===== src/design/bts_pkg.sv =====
// bts_pkg: shared types, codes and constants of the breadcrumb trail stack
// no dependencies; imported by every other design file but bts_ram
`default_nettype none

package bts_pkg;

	localparam int TRAIL_DEPTH     = 64;
	localparam int SPACING_BITS    = 16;
	localparam int SPACING_SQ_BITS = 2 * SPACING_BITS;
	localparam logic [SPACING_BITS-1:0] SPACING_RESET = 16'd2560;
	localparam int STATUS_BITS     = 2;
	localparam int COMMAND_BITS    = 2;
	localparam int COUNT_BITS      = $clog2(TRAIL_DEPTH + 1);
	localparam int QUEUE_DEPTH     = 2;

	// request selector on the slave side
	typedef enum logic {
		OP_TELEOP = 1'b0,
		OP_RETURN = 1'b1
	} op_t;

	typedef enum logic [STATUS_BITS-1:0] {
		GS_INACTIVE  = 2'd0,
		GS_ACTIVE    = 2'd1,
		GS_SUCCEEDED = 2'd2,
		GS_ABORTED   = 2'd3
	} nav_status_t;

	typedef enum logic [COMMAND_BITS-1:0] {
		CMD_NONE     = 2'd0,
		CMD_INACTIVE = 2'd1,
		CMD_ACTIVE   = 2'd2
	} command_t;

	// what the back end has to do with a request
	typedef enum logic [1:0] {
		KIND_TELEOP = 2'd0,
		KIND_GOAL   = 2'd1,
		KIND_POP    = 2'd2,
		KIND_HOLD   = 2'd3
	} kind_t;

	typedef struct packed {
		kind_t                      kind;
		logic [SPACING_SQ_BITS-1:0] spacing_sq;
	} item_ctl_t;

	typedef enum logic [2:0] {
		ST_IDLE = 3'd0,
		ST_GOAL = 3'd1,
		ST_SQ1  = 3'd2,
		ST_CMP1 = 3'd3,
		ST_CMP2 = 3'd4,
		ST_EMIT = 3'd5
	} back_state_t;

	// round a bit count up to whole bytes
	function automatic int pad_bytes(input int n);
		return ((n + 7) >> 3) << 3;
	endfunction

endpackage

`default_nettype wire


===== src/design/bts_front.sv =====
// bts_front: spacing register, request classification and spacing squaring
// depends on bts_pkg
`default_nettype none

module bts_front
	import bts_pkg::*;
#(
	parameter int COORD_BITS = 24
) (
	input  wire logic                    clk,
	input  wire logic                    arst_n,
	input  wire logic                    cfg_valid,
	output logic                         cfg_ready,
	input  wire logic [SPACING_BITS-1:0] cfg_data,
	input  wire logic                    s_tvalid,
	output logic                         s_tready,
	input  wire logic                    s_tuser,
	input  wire logic [pad_bytes(3*COORD_BITS+STATUS_BITS)-1:0] s_tdata,
	input  wire logic                    q_full,
	output logic                         q_push,
	output item_ctl_t                    q_ctl,
	output logic      [3*COORD_BITS-1:0] q_pos
);

	logic [SPACING_BITS-1:0] spacing_q;
	op_t                     op;
	nav_status_t             status;
	kind_t                   kind;

	assign cfg_ready = 1'b1;

	always_ff @(posedge clk or negedge arst_n) begin
		if (!arst_n) begin
			spacing_q <= SPACING_RESET;
		end else if (cfg_valid) begin
			spacing_q <= cfg_data;
		end
	end

	assign op     = op_t'(s_tuser);
	assign status = nav_status_t'(s_tdata[3*COORD_BITS +: STATUS_BITS]);

	always_comb begin
		kind = KIND_TELEOP;
		if (op == OP_RETURN) begin
			unique case (status)
				GS_INACTIVE:               kind = KIND_GOAL;
				GS_ACTIVE:                 kind = KIND_HOLD;
				GS_SUCCEEDED, GS_ABORTED:  kind = KIND_POP;
				default:                   kind = KIND_HOLD;
			endcase
		end
	end

	assign q_ctl.kind       = kind;
	assign q_ctl.spacing_sq = SPACING_SQ_BITS'(spacing_q) * SPACING_SQ_BITS'(spacing_q);
	assign q_pos            = s_tdata[3*COORD_BITS-1:0];
	assign s_tready         = !q_full;
	assign q_push           = s_tvalid && !q_full;

endmodule

`default_nettype wire


===== config.mk =====
export PLATFORM = sky130hd
export DESIGN_NAME = bts_front
export DESIGN_NICKNAME = d
export VERILOG_FILES = /design/src/design/bts_pkg.sv /design/src/design/bts_front.sv
export SDC_FILE = /design/constraint.sdc
export NUM_CORES = 1
export LEC_CHECK = 0
export BUFFER_PORTS_ARGS = -buffer_cell sky130_fd_sc_hd__buf_2
export CAP_MARGIN = 40
export CORE_UTILIZATION = 60
export CTS_CLUSTER_DIAMETER = 100
export DETAILED_ROUTE_END_ITERATION = 8
export GPL_ROUTABILITY_DRIVEN = 1
export PLACE_DENSITY = 0.85
export SLEW_MARGIN = 40
export SYNTH_ARGS = -nofsm -noshare
export SYNTH_HDL_FRONTEND = slang
export SYNTH_SLANG_ARGS = --single-unit

===== constraint.sdc =====
create_clock -name clk -period 19 [get_ports clk]
set_clock_uncertainty 0.1 [all_clocks]
set_input_delay 1.9 -clock clk [delete_from_list [all_inputs] [get_ports clk]]
set_output_delay 1.9 -clock clk [all_outputs]
set_load 0.1 [all_outputs]

==> run_results.csv <==
group,metric,value,unit
clocking,clock_path_buffers,2,
min_path,min_path_type,"flop to flop",
critical_path,cp.buffers_inverters,5,
global_routing,grt_pass1_vias,6547,
die,io_pins,211,
critical_path,worstSetupPathType,"flop to output pin",
synthesis,synthTopCellsByArea,"fa_1 (38%), ha_1 (15%), inv_1 (11%), buf_4 (6.5%), nand2_1 (4.5%)",
sta,fin_ws,10.08,ns
clocking,cts_setup_buffers,0,
synthesis,synth-xor-area-share,0.0387,
sta,period_minus_slack,8.92,ns
clocking,cts_root_buffer,"clkbuf_16",
sta,tns,0,ns
critical_path,cp.arrival,6.92,ns
die,start_util,0.617,
synthesis,synthAdderAreaFrac,0.525,
clocking,cts.repair.resized,0,
critical_path,required,17.00,ns
global_routing,antenna_found_initial,0,
die,die_y,122,um
synthesis,postSynthCellCount,996,
drt,first_pass_iters,6,
global_routing,groute.usage.overall,0.254,
critical_path,path_delay_family,"adder cells",
synthesis,synth_top_family_by_area,"adder cells",
clocking,htreeDepth,1,
synthesis,synth-compound-area-share,0.0770,
clocking,clock_sinks,16,
synthesis,synth_flop_cell,"dfrtp_1",
placement,io_buffer_count,58,
cells_and_area,drive_above_1_share,0.0913,
clocking,clk_pin_slew,0.05,ns
cells_and_area,antennaDiodeCount,0,
synthesis,yosys.cell_types.count,48,
global_routing,overflow,0,
cells_and_area,nets,1320,
placement,hpwl,14.4,mm
synthesis,syn-cell-area,0.00860,sq mm
sta,fmax,112,MHz
sta,slew_headroom,0.464,
run_status,status,"finished clean",
drt,route.vias.total,6204,
critical_path,start_kind,"flop",
critical_path,reg2reg_depth,2,
drt,drc,0,
synthesis,synth-simple-area-share,0.110,
synthesis,yosys.area.top_type,"fa_1",
synthesis,syn-num-nets,1362,
synthesis,synthMuxAreaShare,0.0105,
cells_and_area,reg.largest.list,"spacing_q x16",
placement,pre_cts_slack,10.37,ns
drt,avgViaCountPerCell,5.48,
clocking,cts_made_buffers,3,
die,core_area,0.0139,sq mm
synthesis,synth_edf_count,0,
drt,wl,17.5,mm
critical_path,critPathSlowestCell,"dfrtp_1",
drt,drtAntennaViolNets,0,
synthesis,yosysSeqAreaShare,0.0468,
clocking,tritoncts,"done",
critical_path,cp_num_cells,20,
drt,drt_iter0_markers,300,
sta,hold_violations,0,
sta,tightestPinTransition,0.804,ns
synthesis,ys.warnings.count,0,
sta,grt_setup_unrepaired,"false",
synthesis,synth-seq-cells,16,
cells_and_area,synthToLayoutAreaGrowth,-0.917,%
critical_path,end_kind,"output pin",
cells_and_area,top_register,"spacing_q",
flow_run,cap_violations,0,
clocking,clkLatencyLatePin,0.25,ns
die,num_rows,43,
placement,gp_congestion,0.873,
synthesis,synth_top_area_share,0.377,
critical_path,critPathMaxFanout,13,
cells_and_area,largest_register_ffs,16,
sta,setup_viol,0,
die,die_area,0.0148,sq mm
synthesis,async_flop_share,1.00,
sta,period_share,0.470,
critical_path,slowest_delay,0.71,ns
die,fp.dieW,122,um
critical_path,worstPathCellList,"inv_1 > nor2_1 > ha_1 > xor2_1 > fa_1 > inv_1 > fa_1 > fa_1 > fa_1 > inv_1 > fa_1 > inv_1 > ha_1 > nand4_1 > or4_4 > a31oi_2 > nor2_2 > o21ai_2 > xor2_1 > buf_2",
min_path,min_path_cells,2,
sta,final-max-slew-violation-count,0,
global_routing,grt_pass1_wl,29.6,mm
clocking,postCtsHoldBufs,0,
drt,avgRoutedWirePerCell,15.5,um
critical_path,path_common_cell,"fa_1",
global_routing,grt_max_degree,26,
synthesis,syn_area_per_cell,8.64,sq um
-- Yosys cell counts, types with 2 or more instances --
| library cell | n |
|---|---|
| a211oi_1 | 4 |
| a21o_1 | 10 |
| a21oi_1 | 32 |
| a31o_2 | 3 |
| a31oi_2 | 4 |
| and2_1 | 34 |
| and4_1 | 3 |
| buf_4 | 75 |
| clkbuf_1 | 29 |
| conb_1 | 2 |
| dfrtp_1 | 14 |
| dfstp_2 | 2 |
| fa_1 | 162 |
| ha_1 | 102 |
| inv_1 | 255 |
| mux2_2 | 8 |
| nand2_1 | 102 |
| nand2b_1 | 3 |
| nand3_1 | 5 |
| nand4_1 | 5 |
| nor2_1 | 36 |
| nor2b_1 | 8 |
| nor3_1 | 3 |
| o211ai_1 | 3 |
| o21a_1 | 3 |
| o21ai_0 | 26 |
| o21ai_1 | 2 |
| o21ai_2 | 2 |
| o21bai_1 | 2 |
| or2_2 | 3 |
| xnor2_1 | 24 |
| xor2_1 | 14 |
-- kinds of logic after synthesis --
family	count (synthesis)
compound gates	102
simple gates	206
flops	16
buf+inv	360
other cells	2
mux	8
xor+xnor	38
fa+ha+maj	264
-- placed cells by master (no fill, tap or decap), drive strengths merged, types with 2 or more instances in the layout --
cell     synthesis  final
nand2b           3      3
mux2             8      8
clkbuf          29      4
dfstp            2      2
a21o            11     11
and2            34     34
o21a             3      3
o21bai           2      2
conb             2      2
a2111oi          2      2
inv            255    255
nor2b            8      8
fa             162    162
xnor2           24     24
nand4            5      5
a31oi            4      4
nand2          102    102
nor2            37     37
o211ai           3      3
o21ai           30     30
or2              3      3
a31o             3      3
a21oi           32     32
nor3             3      3
xor2            14     14
and4             3      3
ha             102    102
a211oi           4      4
nand3            5      5
buf             76     58
dfrtp           14     14
-- routing by layer --
layer / part of all wire / track usage / vias up
met1: 0.38 / 0.311 / 3139
met4: 0.025 / 0.0718 / 0
met2: 0.54 / 0.469 / 200
met5: 0 / 0 / -
met3: 0.055 / 0.0300 / 41
li1: - / - / 2824
-- through the flow --
step                      utilization  instances  area, sq um  hold WS (ns)
final                           0.612       1133         8520         0.691
after global routing            0.612       1133         8520         0.727
after CTS                       0.612       1133         8520         0.679
after detailed placement        0.605       1129         8430         0.680
after global placement          0.605       1129         8430         0.666
after floorplan                     -        996         8600         0.452
-- path summary, 6_finish.rpt --
check / startpoint / to / slack, ns
worst min-delay path: spacing_q[11]$_DFFE_PN1P_ / spacing_q[11]$_DFFE_PN1P_ / 0.69
worst min register to register: spacing_q[11]$_DFFE_PN1P_ / spacing_q[11]$_DFFE_PN1P_ / 0.69
max in group asynchronous: arst_n / spacing_q[11]$_DFFE_PN1P_ / 17.04
min in group asynchronous: arst_n / spacing_q[3]$_DFFE_PN0P_ / 1.46
worst max register to register: spacing_q[2]$_DFFE_PN0P_ / spacing_q[2]$_DFFE_PN0P_ / 17.46
worst max-delay path: spacing_q[3]$_DFFE_PN0P_ / q_ctl[25] / 10.08
-- worst min-delay path, stage by stage, from the launching register on --
cell and delay, ns:
dfstp_2 0.46, inv_1 0.20, o21ai_0 0.12
-- area by class of cell --
cell class	count	area [sq um]
clock buffer	4	88.8
inverter	255	957
tap	180	225
fill	1142	5410
timing repair buffer	58	290
multi-input combinational	620	6560
sequential	16	403
Power is left out: the tool's default activity adds up to more than one toggle a clock period on the data nets, which glitch-free logic cannot reach.
