--- config.mk ---
export PLATFORM = sky130hd
export DESIGN_NAME = bts_queue
export DESIGN_NICKNAME = d
export VERILOG_FILES = /design/src/design/bts_pkg.sv /design/src/design/bts_queue.sv
export SDC_FILE = /design/constraint.sdc
export NUM_CORES = 1
export LEC_CHECK = 0
export ABC_AREA = 1
export BUFFER_PORTS_ARGS = -buffer_cell sky130_fd_sc_hd__buf_4
export CAP_MARGIN = 15
export CORE_MARGIN = 2
export CORE_UTILIZATION = 30
export CTS_BUF_LIST = sky130_fd_sc_hd__clkbuf_4
export CTS_CLUSTER_DIAMETER = 40
export CTS_CLUSTER_SIZE = 30
export DETAILED_ROUTE_END_ITERATION = 16
export HOLD_SLACK_MARGIN = 0.02
export SLEW_MARGIN = 20
export SYNTH_ARGS = -nofsm -noshare
export SYNTH_HDL_FRONTEND = slang
export SYNTH_SLANG_ARGS = --single-unit
--- constraint.sdc ---
create_clock -name clk -period 7.09 [get_ports clk]
set_clock_uncertainty 0.15 [all_clocks]
set_input_delay 1.0635 -clock clk [delete_from_list [all_inputs] [get_ports clk]]
set_output_delay 1.0635 -clock clk [all_outputs]
set_load 0.01 [all_outputs]
--- src/design/bts_pkg.sv ---
// bts_pkg: shared types, codes and constants of the breadcrumb trail stack
// no dependencies; imported by every other design file but bts_ram
`default_nettype none

package bts_pkg;

	localparam int TRAIL_DEPTH     = 64;
	localparam int SPACING_BITS    = 16;
	localparam int SPACING_SQ_BITS = 2 * SPACING_BITS;
	localparam logic [SPACING_BITS-1:0] SPACING_RESET = 16'd2560;
	localparam int STATUS_BITS     = 2;
	localparam int COMMAND_BITS    = 2;
	localparam int COUNT_BITS      = $clog2(TRAIL_DEPTH + 1);
	localparam int QUEUE_DEPTH     = 2;

	// request selector on the slave side
	typedef enum logic {
		OP_TELEOP = 1'b0,
		OP_RETURN = 1'b1
	} op_t;

	typedef enum logic [STATUS_BITS-1:0] {
		GS_INACTIVE  = 2'd0,
		GS_ACTIVE    = 2'd1,
		GS_SUCCEEDED = 2'd2,
		GS_ABORTED   = 2'd3
	} nav_status_t;

	typedef enum logic [COMMAND_BITS-1:0] {
		CMD_NONE     = 2'd0,
		CMD_INACTIVE = 2'd1,
		CMD_ACTIVE   = 2'd2
	} command_t;

	// what the back end has to do with a request
	typedef enum logic [1:0] {
		KIND_TELEOP = 2'd0,
		KIND_GOAL   = 2'd1,
		KIND_POP    = 2'd2,
		KIND_HOLD   = 2'd3
	} kind_t;

	typedef struct packed {
		kind_t                      kind;
		logic [SPACING_SQ_BITS-1:0] spacing_sq;
	} item_ctl_t;

	typedef enum logic [2:0] {
		ST_IDLE = 3'd0,
		ST_GOAL = 3'd1,
		ST_SQ1  = 3'd2,
		ST_CMP1 = 3'd3,
		ST_CMP2 = 3'd4,
		ST_EMIT = 3'd5
	} back_state_t;

	// round a bit count up to whole bytes
	function automatic int pad_bytes(input int n);
		return ((n + 7) >> 3) << 3;
	endfunction

endpackage

`default_nettype wire

--- src/design/bts_queue.sv ---
// bts_queue: short request queue between front and back end
// depends on bts_pkg for its depth
`default_nettype none

module bts_queue
	import bts_pkg::*;
#(
	parameter int WIDTH = 106
) (
	input  wire logic             clk,
	input  wire logic             arst_n,
	input  wire logic             push,
	input  wire logic [WIDTH-1:0] wdata,
	output logic                  full,
	input  wire logic             pop,
	output logic                  not_empty,
	output logic      [WIDTH-1:0] rdata
);

	localparam int PW = $clog2(QUEUE_DEPTH);
	localparam int CW = $clog2(QUEUE_DEPTH + 1);

	logic [WIDTH-1:0] entry_q [QUEUE_DEPTH];
	logic [PW-1:0]    wr_ptr_q;
	logic [PW-1:0]    rd_ptr_q;
	logic [CW-1:0]    count_q;

	always_ff @(posedge clk or negedge arst_n) begin
		if (!arst_n) begin
			wr_ptr_q <= '0;
			rd_ptr_q <= '0;
			count_q  <= '0;
		end else begin
			if (push) begin
				wr_ptr_q <= (wr_ptr_q == PW'(QUEUE_DEPTH - 1)) ? '0 : wr_ptr_q + PW'(1);
			end
			if (pop) begin
				rd_ptr_q <= (rd_ptr_q == PW'(QUEUE_DEPTH - 1)) ? '0 : rd_ptr_q + PW'(1);
			end
			if (push && !pop) begin
				count_q <= count_q + CW'(1);
			end else if (pop && !push) begin
				count_q <= count_q - CW'(1);
			end
		end
	end

	always_ff @(posedge clk) begin
		if (push) begin
			entry_q[wr_ptr_q] <= wdata;
		end
	end

	assign full      = (count_q == CW'(QUEUE_DEPTH));
	assign not_empty = (count_q != '0);
	assign rdata     = entry_q[rd_ptr_q];

endmodule

`default_nettype wire

==> Implementation_results.wiki <==
{| class="wikitable"
! Metric !! Value
|-
| Post-layout net count || 709
|-
| Syn nets || roughly 470
|-
| WS Path Type || reg2out
|-
| Routed vias/inst || 4.29
|-
| Drt total wl || 15.8 mm
|-
| Wire per inst || 16.5 µm
|-
| Maximum number of pins on one net before global-route repair || 58
|-
| Via count of the first global-routing pass || 4,473
|-
| Number of buffers added for setup after CTS || 0
|-
| Timing-limited maximum frequency || between 0.2 and 0.25 GHz
|-
| Count of inserted antenna diode cells || 0
|-
| Leak pwr || ~4 nW
|-
| Power density over the cells || around 380 mW/mm²
|-
| Width of the die || 167 µm
|-
| Layout overhead on the synthesized area || 31.5%
|-
| CP Data Required Time || 5880 ps
|-
| Max VDD drop || 0.000174 V
|-
| Global-route wire length before repair || 24.2 mm
|-
| Setup TNS || 0 ps
|-
| Final-layout worst hold slack || 354 ps
|-
| Termination of the worst setup path || rdata[8]
|-
| Detailed-router iteration count before antenna repair || 4
|-
| Initial antenna violation count || 0
|-
| Final weighted congestion of routability-driven global placement || 0.738
|-
| Fraction of layout instances using a drive strength above 1 || about three fifths
|-
| Cell area after synthesis || 0.00797 mm²
|-
| Number of hold-repair buffers added at the cts stage || 1
|-
| Source-to-sink clock delay at the later pin of the worst-skew pair || just under 700 ps
|-
| Relative max-transition margin || a little over a third
|-
| Unrepaired setup endpoints after global routing || false
|-
| Total of endpoints with negative setup slack in the final report || 0
|-
| Actual slew at the worst max-slew pin || about 980 ps
|-
| Count of standard-cell rows || 59
|-
| H-tree Lvls || 1
|-
| Syn avg cell area || 22.5 µm²
|-
| CTS Buf Count || 31
|-
| Maximum buffer depth of the clock tree || 3
|-
| Max Fanout on Critical Path || between 50 and 60
|-
| Kind of end point of the critical path || output pin
|-
| Kind of path behind the tightest hold check || reg2reg
|-
| Total of fill cells in the finished design || approximately 2,300
|-
| Post-route ant nets || 0
|-
| TritonCTS clock tree || built
|-
| Startpoint of the most critical register-to-register path || wr_ptr_q
|-
| Synthesized instance count || roughly 360
|-
| Area occupied by multi-input gates || 0.00139 mm²
|-
| Max-slew violation count || 0
|-
| Overall routing resource usage || 10.9%
|-
| DR vias || 4,103
|-
| R2r endpoint || entry_q[1][75]
|-
| Root buffer cell || sky130_fd_sc_hd__clkbuf_4
|-
| Clock sinks || 216
|-
| Area enclosed by the die boundary || 0.0279 mm²
|-
| Half-perimeter wire length of the detailed placement result || ~10 mm
|-
| Critical path data arrival time || 3070 ps
|-
| Die boundary height || roughly 170 µm
|-
| Final Hold Violating Endpoints || 0
|-
| Portion of the post-synthesis area used by sequential elements || 81.1%
|-
| Critical Path Source Type || flip-flop
|-
| Core Region || 0.0261 mm²
|-
| Min Tclk post-route || about 4300 ps
|-
| Number of buffers inserted by port buffering || 217
|-
| Number of DRC violations after detailed routing || 0
|-
| Maximum Capacitance Violations || 0
|-
| Register-to-Register Setup Slack || between 4000 and 5000 ps
|-
| Number of placed I/O pins || 218
|-
| Result of the run || finished, final reports clean
|-
| Starting utilization of the core area || 30.6%
|-
| Final cycle utilization of the critical path || 60.5%
|-
| Clock input transition at the sequential cells of the worst setup and hold paths || about 110 ps
|-
| Post-CTS resize count || 0
|-
| Count of distinct cell types in the synthesized netlist || 14
|-
| Residual overflow from global routing || 0
|-
| Starting DRC count in detailed routing || ~200
|-
| Total of flip-flops plus latches after synthesis || ~220
|-
| CP startpoint || rd_ptr_q
|-
| Sequential Area || 0.00647 mm²
|-
| Yosys warning total || 0
|-
| Number of cells on the worst reg-to-reg path || 3
|}
[area by class of cell]
| cell class | count | area share (%) |
|---|---|---|
| sequential | 216 | 61.7 |
| timing repair buffer | 222 | 15.9 |
| multi-input combinational | 120 | 13.3 |
| tap | 335 | 4.00 |
| clock buffer | 34 | 2.43 |
| clock inverter | 23 | 2.36 |
| inverter | 7 | 0.274 |
[cells in the final DEF (no fill, tap or decap), drive strengths merged]
cell type	instances
nand4	1
xor2	2
bufinv	4
xnor2	1
buf	221
clkinvlp	2
nand2	6
nor2	2
edfxtp	212
nand3	1
dlygate4sd3	1
inv	13
mux2	106
clkinv	11
dfrtp	4
clkbuf	34
ha	1
[per-layer routing]
metal	track usage, %	wire [µm]	vias up
met5	0	0	-
met4	3.34	365	0
met1	13.1	6410	2013
met2	18.7	7750	156
met3	3.49	1280	35
li1	-	-	1899
[per-stage QoR]
| stage | worst slack [ps] | area, µm² | utilization [%] | power (mW) | std cells |
|---|---|---|---|---|---|
| after floorplan | 826 | 7970 | - | 2.57 | 355 |
| after global placement | 3470 | 9970 | 38.3 | 3.10 | 899 |
| after detailed placement | 3450 | 9970 | 38.3 | 3.12 | 899 |
| after CTS | 2630 | 10500 | 40.2 | 4.02 | 957 |
| after global routing | 2580 | 10500 | 40.2 | 4.15 | 957 |
| final | 2800 | 10500 | 40.2 | 3.93 | 957 |
[cells in the mapped netlist]
| cell type | instances | share of area, % |
|---|---|---|
| sky130_fd_sc_hd__buf_2 | 7 | 0.44 |
| sky130_fd_sc_hd__buf_6 | 5 | 0.71 |
| sky130_fd_sc_hd__dfrtp_1 | 4 | 1.3 |
| sky130_fd_sc_hd__edfxtp_1 | 212 | 80 |
| sky130_fd_sc_hd__ha_1 | 1 | 0.16 |
| sky130_fd_sc_hd__inv_1 | 7 | 0.33 |
| sky130_fd_sc_hd__mux2_2 | 76 | 11 |
| sky130_fd_sc_hd__mux2_4 | 30 | 5.7 |
| sky130_fd_sc_hd__nand2_1 | 6 | 0.28 |
| sky130_fd_sc_hd__nand3_1 | 1 | 0.063 |
| sky130_fd_sc_hd__nand4_1 | 1 | 0.079 |
| sky130_fd_sc_hd__nor2_1 | 2 | 0.094 |
| sky130_fd_sc_hd__xnor2_1 | 1 | 0.11 |
| sky130_fd_sc_hd__xor2_1 | 2 | 0.22 |
[sequential cells by signal, summed over array words and instances, names as in the netlist]
signal	flops
wr_ptr_q	1
entry_q	212
count_q	2
rd_ptr_q	1
[cells by family after synthesis]
family                   count (synthesis)  synth area share (%)
XOR/XNOR                                 3                 0.330
adder cells (fa/ha/maj)                  1                 0.157
buffers and inverters                   19                  1.48
flip-flops                             216                  81.1
multiplexers                           106                  16.4
AND/OR/NAND/NOR                         10                 0.518
[how the worst min path moves through the flow]
stage                     endpoint  slack [ps]  cells past startpoint       start
global placement        count_q[1]         310                      2  count_q[1]
floorplan               count_q[1]         290                      2  count_q[1]
detailed placement      count_q[1]         340                      2  count_q[1]
CTS                       rd_ptr_q         310                      2         pop
finish                  count_q[1]         350                      2  count_q[1]
global route        entry_q[1][79]         310                      1   wdata[79]
[critical path, cell delays in order (launching register included)]
cell and delay (ps):
sky130_fd_sc_hd__dfrtp_4 1000, sky130_fd_sc_hd__buf_4 680, sky130_fd_sc_hd__mux2_2 440, sky130_fd_sc_hd__buf_4 150
[where the power goes]
part	internal, mW	leakage [nW]	switching (mW)	total, mW
clock network	0.403	0.278	0.466	0.868
registers	1.69	2.04	0.136	1.83
logic	0.685	1.69	0.551	1.24
total	2.78	4.00	1.15	3.93
Note: power is estimated with default switching activity, not from simulation.
